<file path="config.mk">
export PLATFORM = sky130hd
export DESIGN_NAME = tri_setup
export DESIGN_NICKNAME = d
export VERILOG_FILES = /design/src/tri_pkg.sv /design/src/tri_setup.sv
export SDC_FILE = /design/constraint.sdc
export NUM_CORES = 2
export LEC_CHECK = 0
export ABC_CLOCK_PERIOD_IN_PS = 10900
export BUFFER_PORTS_ARGS = -buffer_cell sky130_fd_sc_hd__buf_2
export CAP_MARGIN = 25
export CORE_AREA = 2 2 327 329
export CTS_BUF_LIST = sky130_fd_sc_hd__clkbuf_8
export DETAILED_ROUTE_END_ITERATION = 12
export DIE_AREA = 0 0 329 331
export HOLD_SLACK_MARGIN = 0.12
export PLACE_DENSITY = 0.59
export SETUP_SLACK_MARGIN = 0.1
export SLEW_MARGIN = 25
export SYNTH_ARGS = -nofsm -noshare
export SYNTH_HDL_FRONTEND = slang
export SYNTH_SLANG_ARGS = --single-unit
</file>
<file path="constraint.sdc">
create_clock -name clk -period 10.9 [get_ports clk]
set_clock_uncertainty 0.05 [all_clocks]
set_input_delay 2.18 -clock clk [delete_from_list [all_inputs] [get_ports clk]]
set_output_delay 2.18 -clock clk [all_outputs]
set_load 0.01 [all_outputs]
</file>
<file path="src/tri_pkg.sv">
`timescale 1ns / 1ps
`default_nettype none
// ----------------------------------------------------------------------------
// tri_pkg
// Shared constants, payload words and internal status structs of the
// triangle edge rasterizer.
// ----------------------------------------------------------------------------
package tri_pkg;

    localparam int SCREEN_WIDTH  = 320;
    localparam int SCREEN_HEIGHT = 240;
    localparam int FRACTION_BITS = 4;

    localparam int PIXEL_COUNT = SCREEN_WIDTH * SCREEN_HEIGHT;
    localparam int ADDR_W      = $clog2(PIXEL_COUNT);
    localparam int X_W         = $clog2(SCREEN_WIDTH + 1);
    localparam int Y_W         = $clog2(SCREEN_HEIGHT + 1);

    // fixed field widths of the item and result words
    localparam int KIND_W  = 2;
    localparam int VERT_W  = 16;
    localparam int COLOR_W = 8;
    localparam int COL_W   = 9;
    localparam int ROW_W   = 8;
    localparam int COUNT_W = 17;

    // arithmetic widths
    localparam int BOX_W  = VERT_W + 1;
    localparam int PX_W   = ((X_W > Y_W) ? X_W : Y_W) + FRACTION_BITS;
    localparam int DIFF_W = ((PX_W > VERT_W) ? PX_W : VERT_W) + 2;
    localparam int PROD_W = 2 * DIFF_W;
    localparam int EDGE_W = PROD_W + 1;
    localparam int STEP_W = BOX_W + FRACTION_BITS;

    localparam logic [KIND_W-1:0] KIND_CLEAR = KIND_W'(0);
    localparam logic [KIND_W-1:0] KIND_DRAW  = KIND_W'(1);
    localparam logic [KIND_W-1:0] KIND_READ  = KIND_W'(2);

    typedef logic signed [EDGE_W-1:0] edge_t;
    typedef logic signed [STEP_W-1:0] step_t;

    typedef struct packed {
        logic [KIND_W-1:0]        kind;
        logic signed [VERT_W-1:0] vertex_a_x;
        logic signed [VERT_W-1:0] vertex_a_y;
        logic signed [VERT_W-1:0] vertex_b_x;
        logic signed [VERT_W-1:0] vertex_b_y;
        logic signed [VERT_W-1:0] vertex_c_x;
        logic signed [VERT_W-1:0] vertex_c_y;
        logic [COLOR_W-1:0]       fill_color;
        logic [COL_W-1:0]         read_column;
        logic [ROW_W-1:0]         read_row;
    } item_t;

    typedef struct packed {
        logic [COLOR_W-1:0] pixel_value;
        logic [COUNT_W-1:0] pixels_written;
    } result_t;

    // triangle setup handed from setup to scan
    typedef struct packed {
        logic [X_W-1:0]     x_first;
        logic [X_W-1:0]     x_last;
        logic [Y_W-1:0]     y_first;
        logic [Y_W-1:0]     y_last;
        logic               empty;
        logic [ADDR_W-1:0]  start_addr;
        logic [COLOR_W-1:0] color;
        edge_t [2:0]        e_start;
        step_t [2:0]        dx;
        step_t [2:0]        dy;
    } geo_t;

    typedef struct packed {
        logic               en;
        logic [ADDR_W-1:0]  addr;
        logic [COLOR_W-1:0] data;
    } pixel_wr_t;

    typedef struct packed {
        logic              en;
        logic [ADDR_W-1:0] addr;
    } pixel_rd_t;

    typedef struct packed {
        logic               done;
        logic [COUNT_W-1:0] count;
    } scan_status_t;

endpackage
`default_nettype wire

</file>
<file path="src/tri_setup.sv">
`timescale 1ns / 1ps
`default_nettype none
// ----------------------------------------------------------------------------
// tri_setup
// Triangle setup: clipped bounding box, per-edge steps, start address, and
// the value of each edge at the first box pixel through one shared multiplier.
// ----------------------------------------------------------------------------
module tri_setup (
    input  wire logic            clk,
    input  wire logic            rst_n,
    input  wire logic            start,
    input  wire tri_pkg::item_t  item,
    output logic                 done,
    output tri_pkg::geo_t        geo
);
    import tri_pkg::*;

    localparam logic [2:0] PH_BOX   = 3'd0;
    localparam logic [2:0] PH_FINAL = 3'd7;
    localparam int         ROUND    = (1 << FRACTION_BITS) - 1;

    logic                      busy_reg;
    logic [2:0]                phase_reg;
    logic                      done_reg;
    logic                      prod_valid_reg;
    logic [2:0]                prod_phase_reg;
    logic signed [PROD_W-1:0]  prod_reg;
    logic signed [VERT_W-1:0]  vx_reg [3];
    logic signed [VERT_W-1:0]  vy_reg [3];
    logic [COLOR_W-1:0]        color_reg;
    geo_t                      geo_reg;

    logic signed [BOX_W-1:0]   x_lo_c, x_hi_c, y_lo_c, y_hi_c;
    step_t                     dx_c [3];
    step_t                     dy_c [3];
    logic signed [DIFF_W-1:0]  px_d, py_d;
    logic signed [DIFF_W-1:0]  dxv [3];
    logic signed [DIFF_W-1:0]  dyv [3];
    logic signed [DIFF_W-1:0]  op_a, op_b;
    logic signed [PROD_W-1:0]  prod_c;

    function automatic logic signed [VERT_W-1:0] min3(
        logic signed [VERT_W-1:0] a, logic signed [VERT_W-1:0] b,
        logic signed [VERT_W-1:0] c);
        logic signed [VERT_W-1:0] m;
        m = (a < b) ? a : b;
        return (m < c) ? m : c;
    endfunction

    function automatic logic signed [VERT_W-1:0] max3(
        logic signed [VERT_W-1:0] a, logic signed [VERT_W-1:0] b,
        logic signed [VERT_W-1:0] c);
        logic signed [VERT_W-1:0] m;
        m = (a > b) ? a : b;
        return (m > c) ? m : c;
    endfunction

    // whole pixels, truncated toward zero
    function automatic logic signed [BOX_W-1:0] to_pixel(logic signed [VERT_W-1:0] v);
        logic signed [BOX_W-1:0] w;
        w = BOX_W'(v);
        if (v < 0)
        begin
            w = w + BOX_W'(ROUND);
        end
        return w >>> FRACTION_BITS;
    endfunction

    function automatic logic signed [BOX_W-1:0] clip(logic signed [BOX_W-1:0] v, int lim);
        logic signed [BOX_W-1:0] l;
        l = BOX_W'(lim);
        if (v < 0)
        begin
            return '0;
        end
        return (v > l) ? l : v;
    endfunction

    always_comb
    begin
        x_lo_c = clip(to_pixel(min3(vx_reg[0], vx_reg[1], vx_reg[2])), SCREEN_WIDTH);
        x_hi_c = clip(to_pixel(max3(vx_reg[0], vx_reg[1], vx_reg[2])), SCREEN_WIDTH);
        y_lo_c = clip(to_pixel(min3(vy_reg[0], vy_reg[1], vy_reg[2])), SCREEN_HEIGHT);
        y_hi_c = clip(to_pixel(max3(vy_reg[0], vy_reg[1], vy_reg[2])), SCREEN_HEIGHT);
    end

    // edge k runs from vertex k to vertex (k+1) mod 3
    always_comb
    begin
        for (int k = 0; k < 3; k++)
        begin
            dx_c[k] = STEP_W'(BOX_W'(vy_reg[k]) - BOX_W'(vy_reg[(k + 1) % 3]))
                      <<< FRACTION_BITS;
            dy_c[k] = STEP_W'(BOX_W'(vx_reg[(k + 1) % 3]) - BOX_W'(vx_reg[k]))
                      <<< FRACTION_BITS;
        end
    end

    always_comb
    begin
        px_d = $signed(DIFF_W'(geo_reg.x_first)) <<< FRACTION_BITS;
        py_d = $signed(DIFF_W'(geo_reg.y_first)) <<< FRACTION_BITS;
        for (int k = 0; k < 3; k++)
        begin
            dxv[k] = DIFF_W'(vx_reg[k]) - px_d;
            dyv[k] = DIFF_W'(vy_reg[k]) - py_d;
        end
    end

    // odd phases give the product that is added, even phases the one subtracted
    always_comb
    begin
        unique case (phase_reg)
            3'd1:    begin op_a = dxv[0]; op_b = dyv[1]; end
            3'd2:    begin op_a = dyv[0]; op_b = dxv[1]; end
            3'd3:    begin op_a = dxv[1]; op_b = dyv[2]; end
            3'd4:    begin op_a = dyv[1]; op_b = dxv[2]; end
            3'd5:    begin op_a = dxv[2]; op_b = dyv[0]; end
            3'd6:    begin op_a = dyv[2]; op_b = dxv[0]; end
            default: begin op_a = '0;     op_b = '0;     end
        endcase
        prod_c = op_a * op_b;
    end

    always_ff @(posedge clk or negedge rst_n)
    begin
        if (!rst_n)
        begin
            busy_reg       <= 1'b0;
            phase_reg      <= PH_BOX;
            done_reg       <= 1'b0;
            prod_valid_reg <= 1'b0;
        end
        else
        begin
            prod_valid_reg <= busy_reg && (phase_reg != PH_BOX) && (phase_reg != PH_FINAL);
            done_reg       <= busy_reg && !start && (phase_reg == PH_FINAL);
            if (start)
            begin
                busy_reg  <= 1'b1;
                phase_reg <= PH_BOX;
            end
            else if (busy_reg)
            begin
                phase_reg <= phase_reg + 3'd1;
                if (phase_reg == PH_FINAL)
                begin
                    busy_reg <= 1'b0;
                end
            end
        end
    end

    always_ff @(posedge clk)
    begin
        prod_reg       <= prod_c;
        prod_phase_reg <= phase_reg;
        if (start)
        begin
            vx_reg[0] <= item.vertex_a_x;
            vy_reg[0] <= item.vertex_a_y;
            vx_reg[1] <= item.vertex_b_x;
            vy_reg[1] <= item.vertex_b_y;
            vx_reg[2] <= item.vertex_c_x;
            vy_reg[2] <= item.vertex_c_y;
            color_reg <= item.fill_color;
        end
        if (busy_reg && phase_reg == PH_BOX)
        begin
            geo_reg.x_first <= X_W'(x_lo_c);
            geo_reg.x_last  <= X_W'(x_hi_c - BOX_W'(1));
            geo_reg.y_first <= Y_W'(y_lo_c);
            geo_reg.y_last  <= Y_W'(y_hi_c - BOX_W'(1));
            geo_reg.empty   <= (x_lo_c >= x_hi_c) || (y_lo_c >= y_hi_c);
            geo_reg.color   <= color_reg;
            for (int k = 0; k < 3; k++)
            begin
                geo_reg.dx[k] <= dx_c[k];
                geo_reg.dy[k] <= dy_c[k];
            end
        end
        if (busy_reg && phase_reg == 3'd1)
        begin
            geo_reg.start_addr <= ADDR_W'(int'(geo_reg.y_first) * SCREEN_WIDTH
                                          + int'(geo_reg.x_first));
        end
        if (prod_valid_reg)
        begin
            for (int k = 0; k < 3; k++)
            begin
                if (prod_phase_reg == 3'(2 * k + 1))
                begin
                    geo_reg.e_start[k] <= EDGE_W'(prod_reg);
                end
                else if (prod_phase_reg == 3'(2 * k + 2))
                begin
                    geo_reg.e_start[k] <= $signed(geo_reg.e_start[k]) - EDGE_W'(prod_reg);
                end
            end
        end
    end

    assign done = done_reg;
    assign geo  = geo_reg;

endmodule
`default_nettype wire

</file>
==> qor.yml <==
status: "complete, no violations"
yosys-mux-area-fraction_pct: 1.48
nets: 6151
synth.distinct_cells: 96
crit_arrival_ps: 10570
synthTopCellsByCount: "inv_1, nand2_1, ha_1"
syn_area_um2: 44000
fp.dieW_um: 329
routedWlPerCell_um: 20.8
dp_hpwl_mm: 113
drcViolationCount: 0
synth_xor_xnor_area_share_pct: 5.51
slew_headroom_pct: 33.2
dp_slack_ps: 956
startpoint_type: "register"
synth_warnings: 0
min-delay-start: "color_reg[1]"
start_util_pct: 42.0
grt_pass1_vias: 35700
rsz0062_at_grt: "no"
grt_use_total_pct: 25.3
layout_min_cycle_time_ps: 10030
required_ps: 11450
synth_seq_cells: 422
yosys.area_share.adder_pct: 28.2
hold_viol_final: 0
timing.hold.ws_ps: 368
core_area_um2: 105000
yosysTopAreaCellShare_pct: 25.7
drtIter0Drc: 2770
final-setup-viol-count: 0
synth_top_family_by_area: "adder cells"
cts_root_buf: "clkbuf_8"
vias: 36700
worst_r2r_startpoint: "geo[289]"
static-leakage-power_uw: 0.0220
tightestPinTransition_ps: 1000
synth_largest_area_cell: "edfxtp_1"
irDropWorstVdd_mv: 0.322
gp_congestion: 0.952
clockBufferDepth: 3
drive_gt1_share_pct: 11.4
synth-seq-area-share_pct: 27.8
r2r-end: "prod_reg[35]"
hold_class: "reg -> reg"
synth.area.top_cells: "edfxtp_1, fa_1, ha_1"
cts-resized-gates: 0
crit_slowest_cell: "a211o_1"
setup_ws_ps: 874
hold_depth: 0
fin_crit_sh_pct: 92.0
grt_overflow: 0
cts_setup_buffers: 0
ant_nets: 0
ys.flop_type: "edfxtp_1"
largest_register_ffs: 273
cpPeakStageDelay_ps: 590
power_uw: 16200
path_clk_slew_ps: 60
synth_compound_area_share_pct: 15.7
antenna_found_initial: 12
slew_viol_final: 0
fin_setup_tns_ps: 0
r2r_cells: 35
path_common_cell: "o21ai_0"
grt_max_degree: 73
worstHoldEndpoint: "geo[238]"
drv_cap: 0
row_count: 119
clkSinkCount: 422
rrSetupSlack_ps: 870
cts_hold_buf: 0
htreeDepth: 3
area_growth_pct: 11.8
die_h_um: 331
io_pins: 424
io_buffer_count: 380
num-fill-cells: 10200
fmax_ghz: 0.0997
syn_area_per_cell_um2: 9.12
powerDensity_nw_per_um2: 330
crit_path_end_kind: "register"
synth.most_common_cell: "inv_1"
crit_fanout: 18
syn_inst: 4832
dr.pass1.iters: 8
die_area_um2: 109000
ys_async_sr_fraction_pct: 1.42
via_per_inst: 5.48
synth_edf_count: 377
synthSimpleGateAreaFrac_pct: 14.3
wl_mm: 139
numCtsBuffers: 79
clock_latency_ps: 730
grt_pass1_wl_mm: 210
cts_tree: "done"
path_class: "reg -> reg"
[per-stage QoR]
| step | area (um2) | util [%] | cells |
|---|---|---|---|
| 3_5_place_dp | 47600 | 45.3 | 6544 |
| 6_report | 49200 | 46.9 | 6694 |
| 4_1_cts | 49200 | 46.9 | 6687 |
| 5_1_grt | 49200 | 46.9 | 6692 |
| 3_3_place_gp | 47600 | 45.3 | 6544 |
| 2_1_floorplan | 44200 | - | 4868 |
[metal layers]
layer  GRT usage (%)  wire, um
met1            34.5     61100
met2            41.3     64100
met3            3.92      9970
met4            7.87      4070
met5               0        13
[critical path, delay by kind of cell, from the launching register on]
| family | cells | cell delay [ps] |
|---|---|---|
| flops | 1 | 480 |
| mux | 1 | 240 |
| compound gates | 16 | 3900 |
| xor+xnor | 2 | 380 |
| simple gates | 4 | 880 |
| fa+ha+maj | 8 | 3430 |
| buf+inv | 4 | 520 |
[cells in the final DEF, fill, tap and decap left out, drive strengths merged, types with 59 or more instances in the layout]
master    n
nand3    95
edfxtp  377
a21o    116
o21ai   306
ha      456
fa      335
inv     679
a21boi   59
nor2    371
xnor2   192
a21oi   255
buf     432
xor2     85
clkbuf   88
nand2   589
nor2b    66
nand2b   64
[final cells by class]
cell class	instances	area [um2]	share of cell area, %
timing repair buffer	432	2290	4.66
multi-input combinational	3647	28900	58.6
antenna	7	17.5	0.0356
clock buffer	88	1210	2.46
inverter	652	2450	4.97
sequential	422	12300	24.9
tap	1391	1740	3.53
clock inverter	55	419	0.851
[worst max-delay path by stage]
stage,startpoint,to,cells past startpoint
6_report,geo[289],prod_reg[35],35
2_1_floorplan,vy_reg[0][20],prod_reg[35],36
4_1_cts,geo[289],prod_reg[35],35
3_3_place_gp,geo[272],prod_reg[35],35
5_1_grt,geo[289],prod_reg[35],35
3_5_place_dp,geo[272],prod_reg[35],35
[cells by family (layout without fill, tap and decap cells)]
kind of cell | Yosys count | count (layout)
DFF | 422 | 422
buffers and inverters | 799 | 1227
and+or+nand+nor | 1401 | 1401
xor gates and xnor gates | 277 | 277
other | 2 | 45
muxes | 63 | 63
AOI/OAI and AO/OA | 1077 | 1077
adders and majority gates | 791 | 791
[report_power, final]
part / internal (uW) / total (uW) / switching [uW]
registers: 2460 / 2790 / 332
clock network: 888 / 1620 / 735
logic: 5010 / 11800 / 6810
total: 8360 / 16200 / 7870
(Power assumes the default switching activity.)
