[src/tri_pkg.sv]
`timescale 1ns / 1ps
`default_nettype none
// ----------------------------------------------------------------------------
// tri_pkg
// Shared constants, payload words and internal status structs of the
// triangle edge rasterizer.
// ----------------------------------------------------------------------------
package tri_pkg;

    localparam int SCREEN_WIDTH  = 320;
    localparam int SCREEN_HEIGHT = 240;
    localparam int FRACTION_BITS = 4;

    localparam int PIXEL_COUNT = SCREEN_WIDTH * SCREEN_HEIGHT;
    localparam int ADDR_W      = $clog2(PIXEL_COUNT);
    localparam int X_W         = $clog2(SCREEN_WIDTH + 1);
    localparam int Y_W         = $clog2(SCREEN_HEIGHT + 1);

    // fixed field widths of the item and result words
    localparam int KIND_W  = 2;
    localparam int VERT_W  = 16;
    localparam int COLOR_W = 8;
    localparam int COL_W   = 9;
    localparam int ROW_W   = 8;
    localparam int COUNT_W = 17;

    // arithmetic widths
    localparam int BOX_W  = VERT_W + 1;
    localparam int PX_W   = ((X_W > Y_W) ? X_W : Y_W) + FRACTION_BITS;
    localparam int DIFF_W = ((PX_W > VERT_W) ? PX_W : VERT_W) + 2;
    localparam int PROD_W = 2 * DIFF_W;
    localparam int EDGE_W = PROD_W + 1;
    localparam int STEP_W = BOX_W + FRACTION_BITS;

    localparam logic [KIND_W-1:0] KIND_CLEAR = KIND_W'(0);
    localparam logic [KIND_W-1:0] KIND_DRAW  = KIND_W'(1);
    localparam logic [KIND_W-1:0] KIND_READ  = KIND_W'(2);

    typedef logic signed [EDGE_W-1:0] edge_t;
    typedef logic signed [STEP_W-1:0] step_t;

    typedef struct packed {
        logic [KIND_W-1:0]        kind;
        logic signed [VERT_W-1:0] vertex_a_x;
        logic signed [VERT_W-1:0] vertex_a_y;
        logic signed [VERT_W-1:0] vertex_b_x;
        logic signed [VERT_W-1:0] vertex_b_y;
        logic signed [VERT_W-1:0] vertex_c_x;
        logic signed [VERT_W-1:0] vertex_c_y;
        logic [COLOR_W-1:0]       fill_color;
        logic [COL_W-1:0]         read_column;
        logic [ROW_W-1:0]         read_row;
    } item_t;

    typedef struct packed {
        logic [COLOR_W-1:0] pixel_value;
        logic [COUNT_W-1:0] pixels_written;
    } result_t;

    // triangle setup handed from setup to scan
    typedef struct packed {
        logic [X_W-1:0]     x_first;
        logic [X_W-1:0]     x_last;
        logic [Y_W-1:0]     y_first;
        logic [Y_W-1:0]     y_last;
        logic               empty;
        logic [ADDR_W-1:0]  start_addr;
        logic [COLOR_W-1:0] color;
        edge_t [2:0]        e_start;
        step_t [2:0]        dx;
        step_t [2:0]        dy;
    } geo_t;

    typedef struct packed {
        logic               en;
        logic [ADDR_W-1:0]  addr;
        logic [COLOR_W-1:0] data;
    } pixel_wr_t;

    typedef struct packed {
        logic              en;
        logic [ADDR_W-1:0] addr;
    } pixel_rd_t;

    typedef struct packed {
        logic               done;
        logic [COUNT_W-1:0] count;
    } scan_status_t;

endpackage
`default_nettype wire

[src/tri_scan.sv]
`timescale 1ns / 1ps
`default_nettype none
// ----------------------------------------------------------------------------
// tri_scan
// Box walker: one pixel per cycle, edge values stepped incrementally, covered
// pixels written to the frame store and counted.
// ----------------------------------------------------------------------------
module tri_scan (
    input  wire logic                clk,
    input  wire logic                rst_n,
    input  wire logic                start,
    input  wire tri_pkg::geo_t       geo,
    output tri_pkg::pixel_wr_t       wr,
    output tri_pkg::scan_status_t    status
);
    import tri_pkg::*;

    logic               active_reg;
    logic               done_reg;
    logic [X_W-1:0]     x_reg;
    logic [Y_W-1:0]     y_reg;
    logic [ADDR_W-1:0]  addr_reg;
    logic [ADDR_W-1:0]  row_addr_reg;
    logic [COUNT_W-1:0] count_reg;
    edge_t              e_reg [3];
    edge_t              row_e_reg [3];

    logic               covered;
    logic [2:0]         nonneg, nonpos;

    always_comb
    begin
        for (int k = 0; k < 3; k++)
        begin
            nonneg[k] = !e_reg[k][EDGE_W-1];
            nonpos[k] = e_reg[k][EDGE_W-1] || (e_reg[k] == '0);
        end
        covered = (&nonneg) || (&nonpos);
    end

    always_ff @(posedge clk or negedge rst_n)
    begin
        if (!rst_n)
        begin
            active_reg <= 1'b0;
            done_reg   <= 1'b0;
        end
        else
        begin
            done_reg <= start ? geo.empty
                              : (active_reg && x_reg == geo.x_last && y_reg == geo.y_last);
            if (start)
            begin
                active_reg <= !geo.empty;
            end
            else if (active_reg && x_reg == geo.x_last && y_reg == geo.y_last)
            begin
                active_reg <= 1'b0;
            end
        end
    end

    always_ff @(posedge clk)
    begin
        if (start)
        begin
            x_reg        <= geo.x_first;
            y_reg        <= geo.y_first;
            addr_reg     <= geo.start_addr;
            row_addr_reg <= geo.start_addr;
            count_reg    <= '0;
            for (int k = 0; k < 3; k++)
            begin
                e_reg[k]     <= geo.e_start[k];
                row_e_reg[k] <= geo.e_start[k];
            end
        end
        else if (active_reg)
        begin
            count_reg <= count_reg + COUNT_W'(covered);
            if (x_reg == geo.x_last)
            begin
                // wrap to the start of the next row
                x_reg        <= geo.x_first;
                y_reg        <= y_reg + Y_W'(1);
                addr_reg     <= row_addr_reg + ADDR_W'(SCREEN_WIDTH);
                row_addr_reg <= row_addr_reg + ADDR_W'(SCREEN_WIDTH);
                for (int k = 0; k < 3; k++)
                begin
                    e_reg[k]     <= row_e_reg[k] + EDGE_W'($signed(geo.dy[k]));
                    row_e_reg[k] <= row_e_reg[k] + EDGE_W'($signed(geo.dy[k]));
                end
            end
            else
            begin
                x_reg    <= x_reg + X_W'(1);
                addr_reg <= addr_reg + ADDR_W'(1);
                for (int k = 0; k < 3; k++)
                begin
                    e_reg[k] <= e_reg[k] + EDGE_W'($signed(geo.dx[k]));
                end
            end
        end
    end

    assign wr.en         = active_reg && covered;
    assign wr.addr       = addr_reg;
    assign wr.data       = geo.color;
    assign status.done   = done_reg;
    assign status.count  = count_reg;

    a_inside_box: assert property (@(posedge clk) disable iff (!rst_n)
        active_reg |-> (x_reg <= geo.x_last && y_reg <= geo.y_last))
        else $error("scan position outside the box");

    a_start_idle: assert property (@(posedge clk) disable iff (!rst_n)
        start |-> !active_reg)
        else $error("scan restarted while walking a box");

    a_done_stops: assert property (@(posedge clk) disable iff (!rst_n)
        done_reg |-> !active_reg && !wr.en)
        else $error("scan reports done while still writing");

endmodule
`default_nettype wire

[config.mk]
export PLATFORM = sky130hd
export DESIGN_NAME = tri_scan
export DESIGN_NICKNAME = d
export VERILOG_FILES = /design/src/tri_pkg.sv /design/src/tri_scan.sv
export SDC_FILE = /design/constraint.sdc
export NUM_CORES = 1
export LEC_CHECK = 0
export ABC_AREA = 1
export BUFFER_PORTS_ARGS = -buffer_cell sky130_fd_sc_hd__buf_2
export CAP_MARGIN = 20
export CORE_MARGIN = 2
export CORE_UTILIZATION = 40
export DETAILED_ROUTE_END_ITERATION = 16
export GPL_ROUTABILITY_DRIVEN = 0
export SYNTH_ARGS = -nofsm -noshare
export SYNTH_HDL_FRONTEND = slang
export SYNTH_SLANG_ARGS = --single-unit
[constraint.sdc]
create_clock -name clk -period 18.9 [get_ports clk]
set_clock_uncertainty 0.2 [all_clocks]
set_input_delay 1.89 -clock clk [delete_from_list [all_inputs] [get_ports clk]]
set_output_delay 1.89 -clock clk [all_outputs]
set_load 0.01 [all_outputs]
==> flow_summary.ini, run 1 <==
[logic_synthesis]
ys_warn_count = 0
synthAdderAreaFrac = 0.102
synth_nets = 4828
synth_cell_types = 44
synth_top_family_by_area = simple AND/OR/NAND/NOR gates
syn_inst = 4300
synth_top_area_share = 0.287
synth_xor_area_frac = 0.0448
synthSimpleGateAreaFrac = 0.362
synth_largest_area_cell = edfxtp_1
syn_area_per_cell_um2 = 6.63
ys_ff_latch = 292
async_flop_share = 0.00685
seq_area_frac_synth = 0.301
synthFlopType = edfxtp_1
synth.area.top_cells = edfxtp_1 29%, nand2_1 19%, ha_1 9.7%
muxShareOfSynthArea = 0
synth-compound-area-share = 0.102
synth_area_um2 = 28500
synth-edff-count = 273

[grt]
grt_max_degree = 86
grt_use_met2 = 0.416
antenna_found_initial = 25
grt_util_met1 = 0.356
use_met3 = 0.0485
gr-max-usage-layer = met2
grt_pass1_vias = 27400
grt_pass1_wl_um = 151000
overflow = 0
grt_usage = 0.258

[detailed_routing]
postRouteAntennaNets = 0
wl_per_cell_um = 17.4
num_vias = 29000
drc = 0
drt_wl_total_um = 97200
first_pass_iters = 8
vias_per_cell = 5.19
drt_first_iter_violations = 2431

[setup_path]
critPathKind = primary input to flip-flop
cp_data_required_time_ps = 18860
crit_path_start_kind = primary input
crit_path_cell_trace = buf_2 > buf_4 > inv_1 > nand2_2 > inv_1 > nor2_4 > buf_4 > buf_4
cpMostUsedCell = buf_4
critPathSlowestCell = buf_4
path_max_fanout = 70
critPathMaxStageDelay_ps = 930
crit_buf_inv = 6
path_delay_family = buffers and inverters
cp-end-kind = flip-flop
crit_arrival_ps = 5420

[floorplan]
die_w_um = 271
num_rows = 97
initial_core_util = 0.406
dieHeight_um = 271
die-area_um2 = 73500
io-pin-count = 344
core_area_um2 = 70300

[sta]
totalNegativeSetupSlack_ps = 0
hold_viol_final = 0
period_needed_ps = 5460
max_freq_mhz = 183
period_share = 0.289
rsz0062_at_grt = no
worst_slack_ps = 13440
setup_violations = 0
slew_viol_final = 0
whs_ps = 264
slew_headroom = 0.271
worst_pin_slew_ps = 1090

[placed_design]
portBuffers = 327
dp_hpwl_um = 77800
placed_cell_area_um2 = 31000
pre_cts_slack_ps = 12860
post-place-cells = 5509

[cts]
htree_num_levels = 2
holdBufCountCts = 0
clk_root_buffer_cell = clkbuf_16
cts_buffer_depth = 3
clock_latency_ps = 560
cts_setup_buffers = 0
cts_made_buffers = 37
cts_tree = built
cts_num_sinks = 292
cts_resized = 0
path_clk_slew_ps = 60

[cells_and_area]
layout-area-overhead-vs-synth_pct = 13.5
drive_gt1_frac = 0.0898
fin_area_um2 = 32400
layout.nets = 5136
fin_cells = 5578

[pwr]
power.density_nw_per_um2 = 80.5
vdd.ir_drop.worst_uv = 65.1
leakagePower_nw = 16.1

[outcome]
status = finished, final reports clean

[min_path]
hold_path_class = flip-flop to flip-flop

[job]
maxCapViolCount = 0
-- Yosys cell counts, drive strengths merged, types with 2 or more instances --
library cell     n
ha             222
xnor2           63
nor4            36
a21o             6
xor2            83
dfrtp            2
and2            83
and3             3
nand4           24
dfxtp           17
nand2         1434
o211ai           5
o22ai            3
buf             55
fa               6
nand3b          29
nor2           366
nor3            77
o21ai          193
o21bai          19
a21boi           9
or2             12
a21oi          279
nand3          390
o2111ai          2
o21a            18
inv            562
clkbuf          16
edfxtp         273
a31oi            9
-- final timing paths --
check	from	slack (ps)	to	depth (start not counted)
max	start	13440	row_e_reg[0][4]	8
max reg2reg	x_reg[3]	14440	row_e_reg[0][4]	8
min reg2reg	count_reg[16]	260	count_reg[16]	2
max in group asynchronous	rst_n	17480	done_reg	1
min	count_reg[16]	260	count_reg[16]	2
min in group asynchronous	rst_n	910	active_reg	1
-- cell families after synthesis --
kind of cell	Yosys count
AND/OR/NAND/NOR	2454
buffers and inverters	633
AO/OA/AOI/OAI	547
flip-flops	292
adder cells (fa/ha/maj)	228
XOR/XNOR	146
-- metrics by stage --
stage / power (W) / util
floorplan: 0.00153 / -
global placement: 0.00180 / 0.442
detailed placement: 0.00180 / 0.442
CTS: 0.00260 / 0.460
global route: 0.00276 / 0.460
finish: 0.00260 / 0.461
-- layer usage --
metal,up-vias,part of all wire
li1,14800,-
met2,938,0.45
met1,13100,0.45
met5,-,0.0017
met3,134,0.080
met4,26,0.021
-- power breakdown --
| group | total, W | leakage (nW) | switching, W | internal (W) |
|---|---|---|---|---|
| sequential | 0.000858 | 2.90 | 0.0000569 | 0.000801 |
| clock | 0.000792 | 0.628 | 0.000304 | 0.000488 |
| combinational | 0.000953 | 12.6 | 0.000621 | 0.000332 |
| total | 0.00260 | 16.1 | 0.000982 | 0.00162 |
-- cell usage in the layout, fill, tap and decap left out, types with 29 or more instances in the layout --
cell / n
o21ai_0: 192
clkbuf_16: 38
nand3b_1: 29
nor4_1: 35
nor3_1: 77
xor2_1: 83
and2_1: 82
inv_1: 557
nor2_1: 363
edfxtp_1: 273
xnor2_1: 63
nand2_1: 1432
ha_1: 222
buf_2: 327
a21oi_1: 279
nand3_1: 390
-- worst min-delay path, cell delays in order (launching register included) --
cell	delay, ps
dfxtp_1	310
inv_1	60
a21oi_1	50
-- final cells by class --
class | instances | area (um2)
clock inverter | 20 | 337
clock buffer | 41 | 962
fill | 7477 | 37900
inverter | 562 | 2120
sequential | 292 | 8590
antenna | 8 | 20.0
multi-input combinational | 3375 | 17400
timing repair buffer | 340 | 1730
tap | 940 | 1180
(Power assumes the default switching activity.)
==> run 2: changes to the inputs <==
- ABC_AREA: 1 -> 0
- clock period: 18.9 -> 5.2 ns (I/O delays scaled with it)
==> run 2 against run 1 <==
  * First-iteration DRC count fell by 32%
  * Cell count is 31% lower
  * Core utilization rose by 0.54 points
  * Register-to-register slack got worse by 13000 ps
  * Critical path depth grew 4
  * Critical path type is now flip-flop to flip-flop
  * Critical endpoint is now count_reg[16]
  * Largest cell class unchanged
  * Highest routed layer unchanged
==> flow_summary.ini, run 2 <==
[cells_and_area]
layout-area-overhead-vs-synth_pct = 14.9
layout_common_cells = 396 x nand2_1, 327 x buf_2, 273 x edfxtp_1, 259 x a21oi_1, 222 x ha_1
drive_gt1_frac = 0.150
layout.nets = 3590
final_common_cell = nand2_1
fin_util = 0.466

[floorplan]
io-pin-count = 344
core_area_um2 = 60600
num_rows = 90
initial_core_util = 0.405
die_w_um = 252
die-area_um2 = 63400
dieHeight_um = 252

[logic_synthesis]
synth.area.top_cells = edfxtp_1 33%, ha_1 11%, nand2_1 6.1%
synth_most_common_cell = nand2_1
ys_warn_count = 0
syn_area_per_cell_um2 = 8.83
synth_nets = 3309
synth_xor_area_frac = 0.0916
async_flop_share = 0.00685
synthSimpleGateAreaFrac = 0.172
synth_top_area_share = 0.334
synth_area_um2 = 24600
seq_area_frac_synth = 0.350
synth-compound-area-share = 0.231
synthTopCellsByCount = 398 x nand2_1, 273 x edfxtp_1, 259 x a21oi_1, 222 x ha_1, 211 x nor2_1
synthFlopType = edfxtp_1
synth_cell_types = 92
muxShareOfSynthArea = 0.0113
synth_largest_area_cell = edfxtp_1
syn_inst = 2781
synth_top_family_by_area = compound AO/OA/AOI/OAI gates
synthAdderAreaFrac = 0.118
synth-edff-count = 273
ys_ff_latch = 292

[placed_design]
pre_cts_slack_ps = 1090
portBuffers = 327
dp_hpwl_um = 58800

[sta]
worst_pin_slew_ps = 925
period_share = 0.753
rsz0062_at_grt = no
worst_slack_ps = 1280
slew_headroom = 0.381
period_needed_ps = 3920
slew_viol_final = 0
hold_viol_final = 0
totalNegativeSetupSlack_ps = 0
setup_violations = 0
max_freq_mhz = 255

[setup_path]
crit_path_cell_trace = nor4_1 > nand4_1 > nor3_1 > o22ai_1 > a21oi_1 > ha_1 > nand3_1 > nor3_1 > and2_1 > nand3_1 > xor2_1 > nor2_1
crit_path_start_kind = flip-flop
r2r_start = e_reg[0][68]
cp_data_required_time_ps = 5440
reg2reg_depth = 12
rr_endpoint = count_reg[16]
critPathMaxStageDelay_ps = 550
critPathSlowestCell = nor3_1
cp-end-kind = flip-flop
critPathKind = flip-flop to flip-flop
path_max_fanout = 7
ff2ff_setup_slack_ps = 1280
crit_arrival_ps = 4150

[cts]
cts_made_buffers = 38
path_clk_slew_ps = 60
cts_num_sinks = 292
cts_setup_buffers = 0
cts_tree = built
cts_buffer_depth = 3
clock_latency_ps = 570
htree_num_levels = 2
clk_root_buffer_cell = clkbuf_16

[grt]
grt_pass1_wl_um = 120000
grt_max_degree = 112
grt_pass1_vias = 21900
use_met3 = 0.0413
grt_usage = 0.237
grt_util_met1 = 0.318
gr-max-usage-layer = met2
antenna_found_initial = 12
overflow = 0
grt_use_met2 = 0.392

[detailed_routing]
drc = 0
first_pass_iters = 6
vias_per_cell = 5.80
num_vias = 22500
drt_wl_total_um = 77500
postRouteAntennaNets = 0
wl_per_cell_um = 20.0
drt_first_iter_violations = 1657

[pwr]
leakagePower_nw = 12.0
vdd.ir_drop.worst_uv = 223
power.total_w = 0.00909
power.density_nw_per_um2 = 322

[job]
maxCapViolCount = 0

[min_path]
whs_path_depth = 2
hold_end = done_reg
hold_path_class = primary input to flip-flop
hp-start = geo[262]

[outcome]
status = finished, final reports clean
[run 2: layout make-up]
type                    instances  area (um2)
well taps                     782         978
diodes                          3        7.51
inverters                      57         219
multi-input cells            2324       15400
clock buffers                  45         977
flip-flops and latches        292        8590
fillers                      5797       32400
repair buffers                349        1860
clock inverters                23         248
[run 2: what timing repair did]
action,CTS,global route
resized for setup,0,0
hold buffers,3,0
endpoints found under the hold margin,4,0
[run 2: critical path, delay by kind of cell (launching register included)]
kind,cells,cell delay (ps)
XOR/XNOR,1,140
adder cells (fa/ha/maj),1,260
AO/OA/AOI/OAI,2,560
AND/OR/NAND/NOR,8,2230
flip-flops,1,390
[run 2: worst max-delay path by stage]
stage | to | slack [ps] | start | cells after the start
CTS | count_reg[16] | 1140 | e_reg[0][68] | 12
detailed placement | e_reg[0][67] | 1090 | geo[21] | 13
global placement | e_reg[0][67] | 1120 | geo[21] | 13
floorplan | addr_reg[0] | 680 | start | 4
global route | count_reg[16] | 840 | e_reg[0][44] | 12
finish | count_reg[16] | 1280 | e_reg[0][68] | 12
[run 2: cells by family (layout without fill, tap and decap cells)]
logic type               count (synthesis)  count (layout)
AND/OR/NAND/NOR                        929             929
AO/OA/AOI/OAI                          884             884
flip-flops                             292             292
XOR/XNOR                               257             257
adder cells (fa/ha/maj)                228             228
buffers and inverters                  165             474
multiplexers                            26              26
other                                    0               3
[run 2: per-stage QoR]
stage	cells	cell area [um2]	hold slack, ps
5_1_grt	3873	28200	15.5
2_1_floorplan	2781	24600	24.4
4_1_cts	3872	28200	1.97
3_5_place_dp	3801	27000	121
6_report	3875	28200	35.9
3_3_place_gp	3801	27000	117
[run 2: per-layer routing]
metal | part of all wire | wire length, um
met4 | 0.029 | 2250
met3 | 0.065 | 5070
met1 | 0.45 | 34600
met5 | 0.0013 | 104
met2 | 0.46 | 35500
[run 2: power breakdown]
part | switching, W | leakage, nW | internal [W]
Sequential | 0.000196 | 2.88 | 0.00293
Clock | 0.00113 | 0.592 | 0.00159
Combinational | 0.00190 | 8.55 | 0.00135
